--- src/gcsp_pkg.sv ---
// Shared constants for the gait command to servo packet block.
// Frame and packet byte codes, register indexes, reset values and the amplitude map.
// No dependencies.
package gcsp_pkg;

    localparam int PHASE_BITS_DEF     = 16;
    localparam int SINE_ENTRIES_DEF   = 256;
    localparam int FRAME_LENGTH       = 6;
    localparam int PARAM_VALUES       = 256;

    localparam longint unsigned Q30_ONE     = 64'd1073741824;
    localparam longint unsigned HALF_PI_Q30 = 64'd1686629713;

    localparam logic [7:0] FRAME_HEAD0 = 8'hFF;
    localparam logic [7:0] FRAME_HEAD1 = 8'hFA;
    localparam logic [7:0] FRAME_TAIL0 = 8'h88;
    localparam logic [7:0] FRAME_TAIL1 = 8'h77;

    localparam logic [7:0] PKT_HEAD0   = 8'h12;
    localparam logic [7:0] PKT_HEAD1   = 8'h4C;
    localparam logic [7:0] CMD_MOVE    = 8'h0C;
    localparam logic [7:0] CMD_HOLD    = 8'h18;
    localparam logic [7:0] HOLD_MODE   = 8'h11;
    localparam logic [7:0] MOVE_LEN    = 8'd11;
    localparam logic [7:0] HOLD_LEN    = 8'd4;
    localparam logic [7:0] MOVE_CONST  = 8'(PKT_HEAD0 + PKT_HEAD1 + CMD_MOVE + MOVE_LEN);
    localparam logic [7:0] HOLD_CONST  = 8'(PKT_HEAD0 + PKT_HEAD1 + CMD_HOLD + HOLD_LEN
                                            + HOLD_MODE);
    localparam int         PKT_MAX     = 16;
    localparam logic [4:0] MOVE_BYTES  = 5'd16;
    localparam logic [4:0] HOLD_BYTES  = 5'd9;

    localparam logic [7:0] MODE_STOP   = 8'h00;
    localparam logic [7:0] MODE_CRAWL  = 8'h01;
    localparam logic [7:0] MODE_SNAKE  = 8'h02;
    localparam logic [7:0] MODE_DIRECT = 8'h10;
    localparam logic [7:0] MODE_CENTER = 8'h11;
    localparam logic [7:0] CRAWL_STOP_PARAM = 8'h08;

    localparam logic [2:0] REG_SERVO_ID   = 3'd0;
    localparam logic [2:0] REG_PERIOD     = 3'd1;
    localparam logic [2:0] REG_PHASE_STEP = 3'd2;
    localparam logic [2:0] REG_MAX_OFFSET = 3'd3;
    localparam logic [2:0] REG_SPEED      = 3'd4;
    localparam logic [2:0] REG_ACCEL      = 3'd5;
    localparam logic [2:0] REG_DECEL      = 3'd6;
    localparam logic [2:0] REG_POWER      = 3'd7;

    localparam logic [7:0]  SERVO_ID_RST   = 8'd6;
    localparam logic [15:0] PERIOD_RST     = 16'd50;
    localparam logic [15:0] PHASE_STEP_RST = 16'd655;
    localparam logic [10:0] MAX_OFFSET_RST = 11'd450;
    localparam logic [15:0] SPEED_RST      = 16'd300;
    localparam logic [15:0] ACCEL_RST      = 16'd100;
    localparam logic [15:0] DECEL_RST      = 16'd100;
    localparam logic [15:0] POWER_RST      = 16'd6000;

    localparam logic [1:0] OP_HOLD        = 2'd0;
    localparam logic [1:0] OP_MOVE_SINE   = 2'd1;
    localparam logic [1:0] OP_MOVE_DIRECT = 2'd2;
    localparam logic [1:0] OP_MOVE_ZERO   = 2'd3;

    function automatic logic [10:0] amp_of(input int unsigned p);
        int unsigned v;
        v = (p * 1800 + 255) / 510;
        return 11'(v);
    endfunction

endpackage

--- src/gait_command_to_servo_packets.sv ---
// Gait command to servo packets: frame parser, sine gait and packet serializer.
// Depends on gcsp_pkg.
//
// Each accepted beat is a host byte or a millisecond tick. Host bytes are parsed as
// FF FA mode param 88 77 frames; ticks step the sine gait every period_ms ticks. A beat
// that yields a packet passes three register stages (table lookup and multiply, scaling,
// clamp and checksum) and lands in a 16-byte output shift register. Bytes then leave
// one per cycle while out_ready is high: a hold packet is 9 bytes and a move packet 16,
// and that output shift register sets the sustained rate. Input beats are taken every
// cycle while the stages have room, also while a packet is still going out; beats that
// yield no packet never enter the stages.
module gait_command_to_servo_packets
    import gcsp_pkg::*;
#(
    parameter int PHASE_BITS         = PHASE_BITS_DEF,
    parameter int SINE_TABLE_ENTRIES = SINE_ENTRIES_DEF
)
(
    input  logic        clk,
    input  logic        rst_n,
    input  logic        in_valid,
    output logic        in_ready,
    input  logic        command,
    input  logic [7:0]  data_byte,
    output logic        out_valid,
    input  logic        out_ready,
    output logic [7:0]  tx_byte,
    output logic        last_byte,
    input  logic        cfg_wr_en,
    input  logic [2:0]  cfg_index,
    input  logic [15:0] cfg_data
);

    localparam int IDX_W  = $clog2(SINE_TABLE_ENTRIES);
    localparam int PROD_W = PHASE_BITS + $clog2(SINE_TABLE_ENTRIES + 1);

    localparam logic [2:0] FP_IDLE  = 3'd0;
    localparam logic [2:0] FP_HEAD  = 3'd1;
    localparam logic [2:0] FP_MODE  = 3'd2;
    localparam logic [2:0] FP_PARAM = 3'd3;
    localparam logic [2:0] FP_TAIL0 = 3'd4;
    localparam logic [2:0] FP_TAIL1 = 3'(FRAME_LENGTH - 1);

    function automatic logic signed [15:0] sine_value(input longint unsigned k);
        longint unsigned four, q, r, x, x2, t, s, mag;
        four = 4 * k;
        q = four / SINE_TABLE_ENTRIES;
        r = four - q * SINE_TABLE_ENTRIES;
        if (q[0])
        begin
            r = SINE_TABLE_ENTRIES - r;
        end
        x = r * HALF_PI_Q30 / SINE_TABLE_ENTRIES;
        x2 = (x * x) >> 30;
        t = Q30_ONE - x2 / 72;
        t = Q30_ONE - ((x2 * t) >> 30) / 42;
        t = Q30_ONE - ((x2 * t) >> 30) / 20;
        t = Q30_ONE - ((x2 * t) >> 30) / 6;
        s = (x * t) >> 30;
        mag = (s * 32767 + (64'd1 << 29)) >> 30;
        if (mag > 32767)
        begin
            mag = 32767;
        end
        return q[1] ? -16'(mag) : 16'(mag);
    endfunction

    logic signed [15:0] sine_lut [SINE_TABLE_ENTRIES];
    logic [10:0]        amp_lut  [PARAM_VALUES];

    for (genvar g = 0; g < SINE_TABLE_ENTRIES; g++)
    begin : g_sine
        assign sine_lut[g] = sine_value(g);
    end

    for (genvar g = 0; g < PARAM_VALUES; g++)
    begin : g_amp
        assign amp_lut[g] = amp_of(g);
    end

    // configuration
    logic [7:0]  servo_id_reg;
    logic [15:0] period_reg;
    logic [15:0] phase_step_reg;
    logic [10:0] max_offset_reg;
    logic [15:0] speed_reg;
    logic [15:0] accel_reg;
    logic [15:0] decel_reg;
    logic [15:0] power_reg;

    always_ff @(posedge clk or negedge rst_n)
    begin
        if (!rst_n)
        begin
            servo_id_reg   <= SERVO_ID_RST;
            period_reg     <= PERIOD_RST;
            phase_step_reg <= PHASE_STEP_RST;
            max_offset_reg <= MAX_OFFSET_RST;
            speed_reg      <= SPEED_RST;
            accel_reg      <= ACCEL_RST;
            decel_reg      <= DECEL_RST;
            power_reg      <= POWER_RST;
        end
        else if (cfg_wr_en)
        begin
            case (cfg_index)
                REG_SERVO_ID:   servo_id_reg   <= cfg_data[7:0];
                REG_PERIOD:     period_reg     <= cfg_data;
                REG_PHASE_STEP: phase_step_reg <= cfg_data;
                REG_MAX_OFFSET: max_offset_reg <= cfg_data[10:0];
                REG_SPEED:      speed_reg      <= cfg_data;
                REG_ACCEL:      accel_reg      <= cfg_data;
                REG_DECEL:      decel_reg      <= cfg_data;
                REG_POWER:      power_reg      <= cfg_data;
                default:        servo_id_reg   <= servo_id_reg;
            endcase
        end
    end

    // parser and gait state
    logic [2:0]            frame_pos_reg, frame_pos_next;
    logic [7:0]            mode_reg;
    logic [7:0]            param_reg;
    logic [7:0]            tail_reg;
    logic                  gait_en_reg, gait_en_next;
    logic [10:0]           amp_reg, amp_next;
    logic [PHASE_BITS-1:0] phase_reg, phase_next;
    logic [15:0]           elapsed_reg, elapsed_next;
    logic [15:0]           elapsed_inc;
    logic [10:0]           snake_amp;
    logic                  push;
    logic [1:0]            push_op;
    logic                  in_fire;

    // pipeline stages
    logic                  s1_valid_reg, s2_valid_reg, s3_valid_reg;
    logic [1:0]            s1_op_reg, s2_op_reg, s3_op_reg;
    logic [PHASE_BITS-1:0] s1_phase_reg;
    logic [10:0]           s1_amp_reg;
    logic [7:0]            s1_param_reg;
    logic                  s2_neg_reg, s3_neg_reg;
    logic [25:0]           s2_prod_reg;
    logic [12:0]           s3_q_reg;
    logic [19:0]           s3_w_reg;
    logic [7:0]            s3_base_reg;

    logic [7:0]            pkt_reg [PKT_MAX];
    logic [4:0]            left_reg;

    logic out_fire, buf_free;
    logic s1_adv, s2_adv, s3_adv, s1_free, s2_free, s3_free;

    assign out_fire = out_valid && out_ready;
    assign buf_free = (left_reg == 5'd0) || ((left_reg == 5'd1) && out_fire);
    assign s3_adv   = s3_valid_reg && buf_free;
    assign s3_free  = !s3_valid_reg || s3_adv;
    assign s2_adv   = s2_valid_reg && s3_free;
    assign s2_free  = !s2_valid_reg || s2_adv;
    assign s1_adv   = s1_valid_reg && s2_free;
    assign s1_free  = !s1_valid_reg || s1_adv;
    assign in_ready = s1_free;
    assign in_fire  = in_valid && in_ready;

    assign elapsed_inc = (elapsed_reg != 16'hFFFF) ? elapsed_reg + 16'd1 : elapsed_reg;
    assign snake_amp   = (amp_lut[param_reg] > max_offset_reg) ? max_offset_reg
                                                                : amp_lut[param_reg];

    always_comb
    begin
        frame_pos_next = frame_pos_reg;
        gait_en_next   = gait_en_reg;
        amp_next       = amp_reg;
        phase_next     = phase_reg;
        elapsed_next   = elapsed_reg;
        push           = 1'b0;
        push_op        = OP_HOLD;
        if (in_fire)
        begin
            if (command)
            begin
                if (gait_en_reg && (elapsed_inc >= period_reg))
                begin
                    elapsed_next = 16'd0;
                    phase_next   = phase_reg + PHASE_BITS'(phase_step_reg);
                    push         = 1'b1;
                    push_op      = OP_MOVE_SINE;
                end
                else
                begin
                    elapsed_next = elapsed_inc;
                end
            end
            else
            begin
                case (frame_pos_reg)
                    FP_IDLE:
                    begin
                        if (data_byte == FRAME_HEAD0)
                        begin
                            frame_pos_next = FP_HEAD;
                        end
                    end
                    FP_HEAD:
                    begin
                        if (data_byte == FRAME_HEAD1)
                        begin
                            frame_pos_next = FP_MODE;
                        end
                        else if (data_byte == FRAME_HEAD0)
                        begin
                            frame_pos_next = FP_HEAD;
                        end
                        else
                        begin
                            frame_pos_next = FP_IDLE;
                        end
                    end
                    FP_MODE:  frame_pos_next = FP_PARAM;
                    FP_PARAM: frame_pos_next = FP_TAIL0;
                    FP_TAIL0: frame_pos_next = FP_TAIL1;
                    FP_TAIL1:
                    begin
                        frame_pos_next = FP_IDLE;
                        if ((tail_reg == FRAME_TAIL0) && (data_byte == FRAME_TAIL1))
                        begin
                            case (mode_reg)
                                MODE_STOP:
                                begin
                                    gait_en_next = 1'b0;
                                    push         = 1'b1;
                                    push_op      = OP_HOLD;
                                end
                                MODE_CRAWL:
                                begin
                                    if (param_reg == CRAWL_STOP_PARAM)
                                    begin
                                        gait_en_next = 1'b0;
                                        push         = 1'b1;
                                        push_op      = OP_HOLD;
                                    end
                                end
                                MODE_SNAKE:
                                begin
                                    push = 1'b1;
                                    if (param_reg == 8'd0)
                                    begin
                                        gait_en_next = 1'b0;
                                        push_op      = OP_HOLD;
                                    end
                                    else
                                    begin
                                        amp_next     = snake_amp;
                                        phase_next   = '0;
                                        gait_en_next = 1'b1;
                                        elapsed_next = 16'd0;
                                        push_op      = OP_MOVE_ZERO;
                                    end
                                end
                                MODE_DIRECT:
                                begin
                                    gait_en_next = 1'b0;
                                    push         = 1'b1;
                                    push_op      = OP_MOVE_DIRECT;
                                end
                                MODE_CENTER:
                                begin
                                    gait_en_next = 1'b0;
                                    push         = 1'b1;
                                    push_op      = OP_MOVE_ZERO;
                                end
                                default:
                                begin
                                    push = 1'b0;
                                end
                            endcase
                        end
                    end
                    default: frame_pos_next = FP_IDLE;
                endcase
            end
        end
    end

    always_ff @(posedge clk or negedge rst_n)
    begin
        if (!rst_n)
        begin
            frame_pos_reg <= FP_IDLE;
            gait_en_reg   <= 1'b0;
            amp_reg       <= 11'd0;
            phase_reg     <= '0;
            elapsed_reg   <= 16'd0;
        end
        else
        begin
            frame_pos_reg <= frame_pos_next;
            gait_en_reg   <= gait_en_next;
            amp_reg       <= amp_next;
            phase_reg     <= phase_next;
            elapsed_reg   <= elapsed_next;
        end
    end

    always_ff @(posedge clk)
    begin
        if (in_fire && !command)
        begin
            if (frame_pos_reg == FP_MODE)
            begin
                mode_reg <= data_byte;
            end
            if (frame_pos_reg == FP_PARAM)
            begin
                param_reg <= data_byte;
            end
            if (frame_pos_reg == FP_TAIL0)
            begin
                tail_reg <= data_byte;
            end
        end
    end

    // stage 1: table lookup and multiply
    logic [PROD_W-1:0]  idx_prod;
    logic [IDX_W-1:0]   sine_idx;
    logic signed [15:0] sine_ent;
    logic               ent_neg;
    logic [14:0]        ent_mag;
    logic [8:0]         two_p;
    logic               dir_neg;
    logic [7:0]         dir_mag;
    logic [14:0]        mul_a;
    logic [10:0]        mul_b;
    logic [25:0]        prod;

    assign idx_prod = PROD_W'(s1_phase_reg) * PROD_W'(SINE_TABLE_ENTRIES);
    assign sine_idx = IDX_W'(idx_prod >> PHASE_BITS);
    assign sine_ent = sine_lut[sine_idx];
    assign ent_neg  = sine_ent[15];
    assign ent_mag  = ent_neg ? 15'(-sine_ent) : 15'(sine_ent);
    assign two_p    = {s1_param_reg, 1'b0};
    assign dir_neg  = (s1_param_reg < 8'd128);
    assign dir_mag  = dir_neg ? 8'(9'd255 - two_p) : 8'(two_p - 9'd255);
    assign mul_a    = (s1_op_reg == OP_MOVE_SINE) ? ent_mag : 15'(dir_mag);
    assign mul_b    = (s1_op_reg == OP_MOVE_SINE) ? s1_amp_reg : max_offset_reg;
    assign prod     = 26'(mul_a) * 26'(mul_b);

    // stage 2: scale down and sum the fixed checksum bytes
    logic [12:0] sine_q;
    logic [19:0] dir_w;
    logic [37:0] dir_scaled;
    logic [12:0] dir_q0;
    logic [12:0] q_sel;
    logic [7:0]  move_base;
    logic [7:0]  hold_base;

    assign sine_q     = 13'((s2_prod_reg + 26'd16384) >> 15);
    assign dir_w      = 20'(s2_prod_reg[18:0]) + 20'd127;
    assign dir_scaled = (38'(dir_w) << 16) + (38'(dir_w) << 8) + 38'(dir_w);
    assign dir_q0     = 13'(dir_scaled >> 24);
    assign move_base  = MOVE_CONST + servo_id_reg + speed_reg[7:0] + speed_reg[15:8]
                        + accel_reg[7:0] + accel_reg[15:8] + decel_reg[7:0]
                        + decel_reg[15:8] + power_reg[7:0] + power_reg[15:8];
    assign hold_base  = HOLD_CONST + servo_id_reg + power_reg[7:0] + power_reg[15:8];

    always_comb
    begin
        case (s2_op_reg)
            OP_MOVE_SINE:   q_sel = sine_q;
            OP_MOVE_DIRECT: q_sel = dir_q0;
            default:        q_sel = 13'd0;
        endcase
    end

    // stage 3: correct quotient, clamp, negate, build packet
    logic [20:0] q255;
    logic [20:0] rem;
    logic        corr;
    logic [12:0] mag;
    logic [12:0] lim;
    logic [12:0] mag_c;
    logic [15:0] pos;
    logic [7:0]  csum;
    logic [7:0]  pkt_next [PKT_MAX];

    assign q255  = 21'({s3_q_reg, 8'b0}) - 21'(s3_q_reg);
    assign rem   = 21'(s3_w_reg) - q255;
    assign corr  = (s3_op_reg == OP_MOVE_DIRECT) && (rem >= 21'd255);
    assign mag   = s3_q_reg + 13'(corr);
    assign lim   = 13'(max_offset_reg);
    assign mag_c = (mag > lim) ? lim : mag;
    assign pos   = s3_neg_reg ? 16'(mag_c) : 16'd0 - 16'(mag_c);
    assign csum  = s3_base_reg + pos[7:0] + pos[15:8];

    always_comb
    begin
        for (int i = 0; i < PKT_MAX; i++)
        begin
            pkt_next[i] = 8'd0;
        end
        pkt_next[0] = PKT_HEAD0;
        pkt_next[1] = PKT_HEAD1;
        if (s3_op_reg == OP_HOLD)
        begin
            pkt_next[2] = CMD_HOLD;
            pkt_next[3] = HOLD_LEN;
            pkt_next[4] = servo_id_reg;
            pkt_next[5] = HOLD_MODE;
            pkt_next[6] = power_reg[7:0];
            pkt_next[7] = power_reg[15:8];
            pkt_next[8] = s3_base_reg;
        end
        else
        begin
            pkt_next[2]  = CMD_MOVE;
            pkt_next[3]  = MOVE_LEN;
            pkt_next[4]  = servo_id_reg;
            pkt_next[5]  = pos[7:0];
            pkt_next[6]  = pos[15:8];
            pkt_next[7]  = speed_reg[7:0];
            pkt_next[8]  = speed_reg[15:8];
            pkt_next[9]  = accel_reg[7:0];
            pkt_next[10] = accel_reg[15:8];
            pkt_next[11] = decel_reg[7:0];
            pkt_next[12] = decel_reg[15:8];
            pkt_next[13] = power_reg[7:0];
            pkt_next[14] = power_reg[15:8];
            pkt_next[15] = csum;
        end
    end

    always_ff @(posedge clk or negedge rst_n)
    begin
        if (!rst_n)
        begin
            s1_valid_reg <= 1'b0;
            s2_valid_reg <= 1'b0;
            s3_valid_reg <= 1'b0;
            left_reg     <= 5'd0;
        end
        else
        begin
            if (s1_free)
            begin
                s1_valid_reg <= push;
            end
            if (s2_free)
            begin
                s2_valid_reg <= s1_valid_reg;
            end
            if (s3_free)
            begin
                s3_valid_reg <= s2_valid_reg;
            end
            if (s3_adv)
            begin
                left_reg <= (s3_op_reg == OP_HOLD) ? HOLD_BYTES : MOVE_BYTES;
            end
            else if (out_fire)
            begin
                left_reg <= left_reg - 5'd1;
            end
        end
    end

    always_ff @(posedge clk)
    begin
        if (push && s1_free)
        begin
            s1_op_reg    <= push_op;
            s1_phase_reg <= phase_next;
            s1_amp_reg   <= amp_next;
            s1_param_reg <= param_reg;
        end
        if (s1_adv)
        begin
            s2_op_reg   <= s1_op_reg;
            s2_neg_reg  <= (s1_op_reg == OP_MOVE_SINE) ? ent_neg : dir_neg;
            s2_prod_reg <= prod;
        end
        if (s2_adv)
        begin
            s3_op_reg   <= s2_op_reg;
            s3_neg_reg  <= s2_neg_reg;
            s3_q_reg    <= q_sel;
            s3_w_reg    <= dir_w;
            s3_base_reg <= (s2_op_reg == OP_HOLD) ? hold_base : move_base;
        end
        if (s3_adv)
        begin
            for (int i = 0; i < PKT_MAX; i++)
            begin
                pkt_reg[i] <= pkt_next[i];
            end
        end
        else if (out_fire)
        begin
            // advance the byte shift line
            for (int i = 0; i < PKT_MAX - 1; i++)
            begin
                pkt_reg[i] <= pkt_reg[i + 1];
            end
        end
    end

    assign out_valid = (left_reg != 5'd0);
    assign tx_byte   = pkt_reg[0];
    assign last_byte = (left_reg == 5'd1);

endmodule

--- config.mk ---
export PLATFORM = sky130hd
export DESIGN_NAME = gait_command_to_servo_packets
export DESIGN_NICKNAME = d
export VERILOG_FILES = /design/src/gcsp_pkg.sv /design/src/gait_command_to_servo_packets.sv
export SDC_FILE = /design/constraint.sdc
export NUM_CORES = 2
export LEC_CHECK = 0
export ABC_AREA = 0
export BUFFER_PORTS_ARGS = -buffer_cell sky130_fd_sc_hd__buf_2
export CAP_MARGIN = 10
export CORE_UTILIZATION = 30
export CTS_BUF_LIST = sky130_fd_sc_hd__clkbuf_16
export DETAILED_ROUTE_END_ITERATION = 8
export GPL_TIMING_DRIVEN = 0
export PLACE_DENSITY = 0.48
export SYNTH_ARGS = -nofsm -noshare
export SYNTH_HDL_FRONTEND = slang
export SYNTH_SLANG_ARGS = --single-unit
--- constraint.sdc ---
create_clock -name clk -period 14.72 [get_ports clk]
set_clock_uncertainty 0.15 [all_clocks]
set_input_delay 0 -clock clk [delete_from_list [all_inputs] [get_ports clk]]
set_output_delay 0 -clock clk [all_outputs]
set_load 0.1 [all_outputs]
==> results.ini <==
[sta]
rsz0062_at_grt=false
setup_violations=0
fin_crit_ps=12540
hold_viol_final=0
final_max_slew_viol_count=0
relSlewSlack=0.123
fin_tns_setup_ps=0
period_share=0.852
fmaxAchievable_ghz=0.0798
worstMarginPinSlew_ps=1300

[die]
core_um2=124000
ios=44
die-area_um2=127000
dieHeight_um=357
core.rowCount=129
die-width_um=357
start_util=0.304

[setup_path]
crit_top_cell=fa_1
cp_top_family=adder cells
required_ps=15030
cp_max_fo=10
startpoint_type=register
max_stage_delay_ps=1190
cp_data_arrival_time_ps=12840
cp_slowest_cell=o311ai_0
path_buf_inv=8
cp-end-kind=register
path_class=reg -> reg

[synth]
synth_area_leader_cell=edfxtp_1
synth_top_flop_cell=edfxtp_1
ys_top_cells_by_count=nand2_1, inv_1, ha_1
yosysMostFrequentCell=nand2_1
async_reset_ff_frac=0.401
synth.top_cell.area_share=0.202
syn_area_um2=37800
ys_types=89
synth_seq_cells=424
yosys_warnings=0
yosys-top-cells-area=edfxtp_1, fa_1, dfrtp_1
syn_nets=4607
synthCells=4123
synth_edf_count=254
ys_seq_area_frac=0.315
synth.avg_cell_area_um2=9.17

[route]
route.detailed.drc=0
num_vias=33300
postRouteAntennaNets=0
first_pass_iters=6
drt_iter0_markers=3352
avgViaCountPerCell=5.58
wl_per_cell_um=24.1
wl_mm=144

[pwr]
p_leak_nw=17.6
max-vdd-ir-drop_uv=258
power_density_nw_per_um2=147

[global_route]
grt_max_degree=101
grt.overflow.total=0
track_usage=0.224
grt_pass1_vias=33000
grt_first_pass_wirelength_mm=216
antenna_found_initial=2

[flow_run]
maxCapViolations=0

[clocking]
clockRootBuffer=clkbuf_16
cts_sinks=424
clock_tree.buffer_depth=3
clkTransAtPathRegs_ps=60
numCtsBuffers=51
cts_setup_buffers=0
cts_max_level=2
cts_tree=built
clk_latency_ps=650

[placement]
place.gp.congestion=1.02
numPlacedInstances=5805
place.detailed.hpwl_mm=108
io_buffers=38

[cells_and_area]
nets=4757
largest_reg_flops=128
drive_above_1_share=0.0860
synthToLayoutAreaGrowth_pct=12.1
fin_cells=5955

[min_path]
hp-class=in -> reg

[outcome]
status=completed

## where the power goes
part / switching [mW] / internal (mW)
logic: 1.84 / 1.43
registers: 0.137 / 1.59
clock network: 0.551 / 0.688
total: 2.52 / 3.71
## placed cells by master, fill, tap and decap left out, types with 86 or more instances in the layout
| master | n |
|---|---|
| a21oi_1 | 185 |
| and2_1 | 86 |
| clkbuf_1 | 194 |
| dfrtp_1 | 138 |
| edfxtp_1 | 254 |
| fa_1 | 184 |
| ha_1 | 267 |
| inv_1 | 379 |
| mux2_2 | 106 |
| nand2_1 | 427 |
| nand3_1 | 116 |
| nor2_1 | 250 |
| nor3_1 | 120 |
| o21ai_0 | 236 |
| xnor2_1 | 104 |
## per-stage QoR
step / hold slack (ps) / power [mW] / util / cell area, um2 / setup slack, ps
2_1_floorplan: -446 / 4.17 / - / 37800 / 5060
3_3_place_gp: 97.8 / 5.00 / 0.322 / 40100 / 2350
3_5_place_dp: -127 / 5.01 / 0.324 / 40200 / 2560
4_1_cts: 2.03 / 6.30 / 0.341 / 42400 / 2480
5_1_grt: 24.6 / 6.80 / 0.341 / 42400 / 1750
6_report: 32.5 / 6.23 / 0.341 / 42400 / 2180
## cell type report
| class | instances | area (um2) |
|---|---|---|
| buffer | 266 | 1120 |
| tap | 1637 | 2050 |
| clock buffer | 51 | 1280 |
| inverter | 364 | 1370 |
| multi-input combinational | 3069 | 23400 |
| sequential | 424 | 11900 |
| fill | 13000 | 81900 |
| timing repair buffer | 97 | 883 |
| antenna | 2 | 5.00 |
| clock inverter | 45 | 348 |
## what timing repair did
| action | 4_1_cts | 5_1_grt |
|---|---|---|
| gates resized for setup | 0 | 0 |
| endpoints found under the hold margin | 311 | 0 |
| hold buffers | 52 | 0 |
## path summary, 6_finish.rpt
check	startpoint	to	slack (ps)	depth (start not counted)
max in group asynchronous	rst_n	max_offset_reg[10]	13400	4
min reg2reg	s2_neg_reg	s3_neg_reg	280	0
min in group asynchronous	rst_n	power_reg[5]	400	3
max reg2reg	s1_phase_reg[8]	s2_prod_reg[24]	2180	32
min	data_byte[2]	tail_reg[2]	30	2
max	s1_phase_reg[8]	s2_prod_reg[24]	2180	32
## cell families (layout without fill, tap and decap cells)
| group | after synthesis | count (layout) | share of synthesized area |
|---|---|---|---|
| DFF | 424 | 424 | 0.315 |
| buffers and inverters | 630 | 823 | 0.0658 |
| other | 1 | 3 | 0.0000992 |
| muxes | 179 | 179 | 0.0578 |
| xor gates and xnor gates | 165 | 165 | 0.0382 |
| adders and majority gates | 451 | 451 | 0.186 |
| AOI/OAI and AO/OA | 969 | 969 | 0.170 |
| and+or+nand+nor | 1304 | 1304 | 0.167 |
## layer usage
| layer | GRT usage | routed length, um | vias up |
|---|---|---|---|
| met1 | 0.298 | 61900 | 16400 |
| met2 | 0.357 | 64800 | 1471 |
| li1 | - | - | 15000 |
| met5 | 0 | 0 | - |
| met3 | 0.0380 | 10400 | 368 |
| met4 | 0.0922 | 6660 | 0 |
No activity file was read; power rests on OpenSTA's default activity.
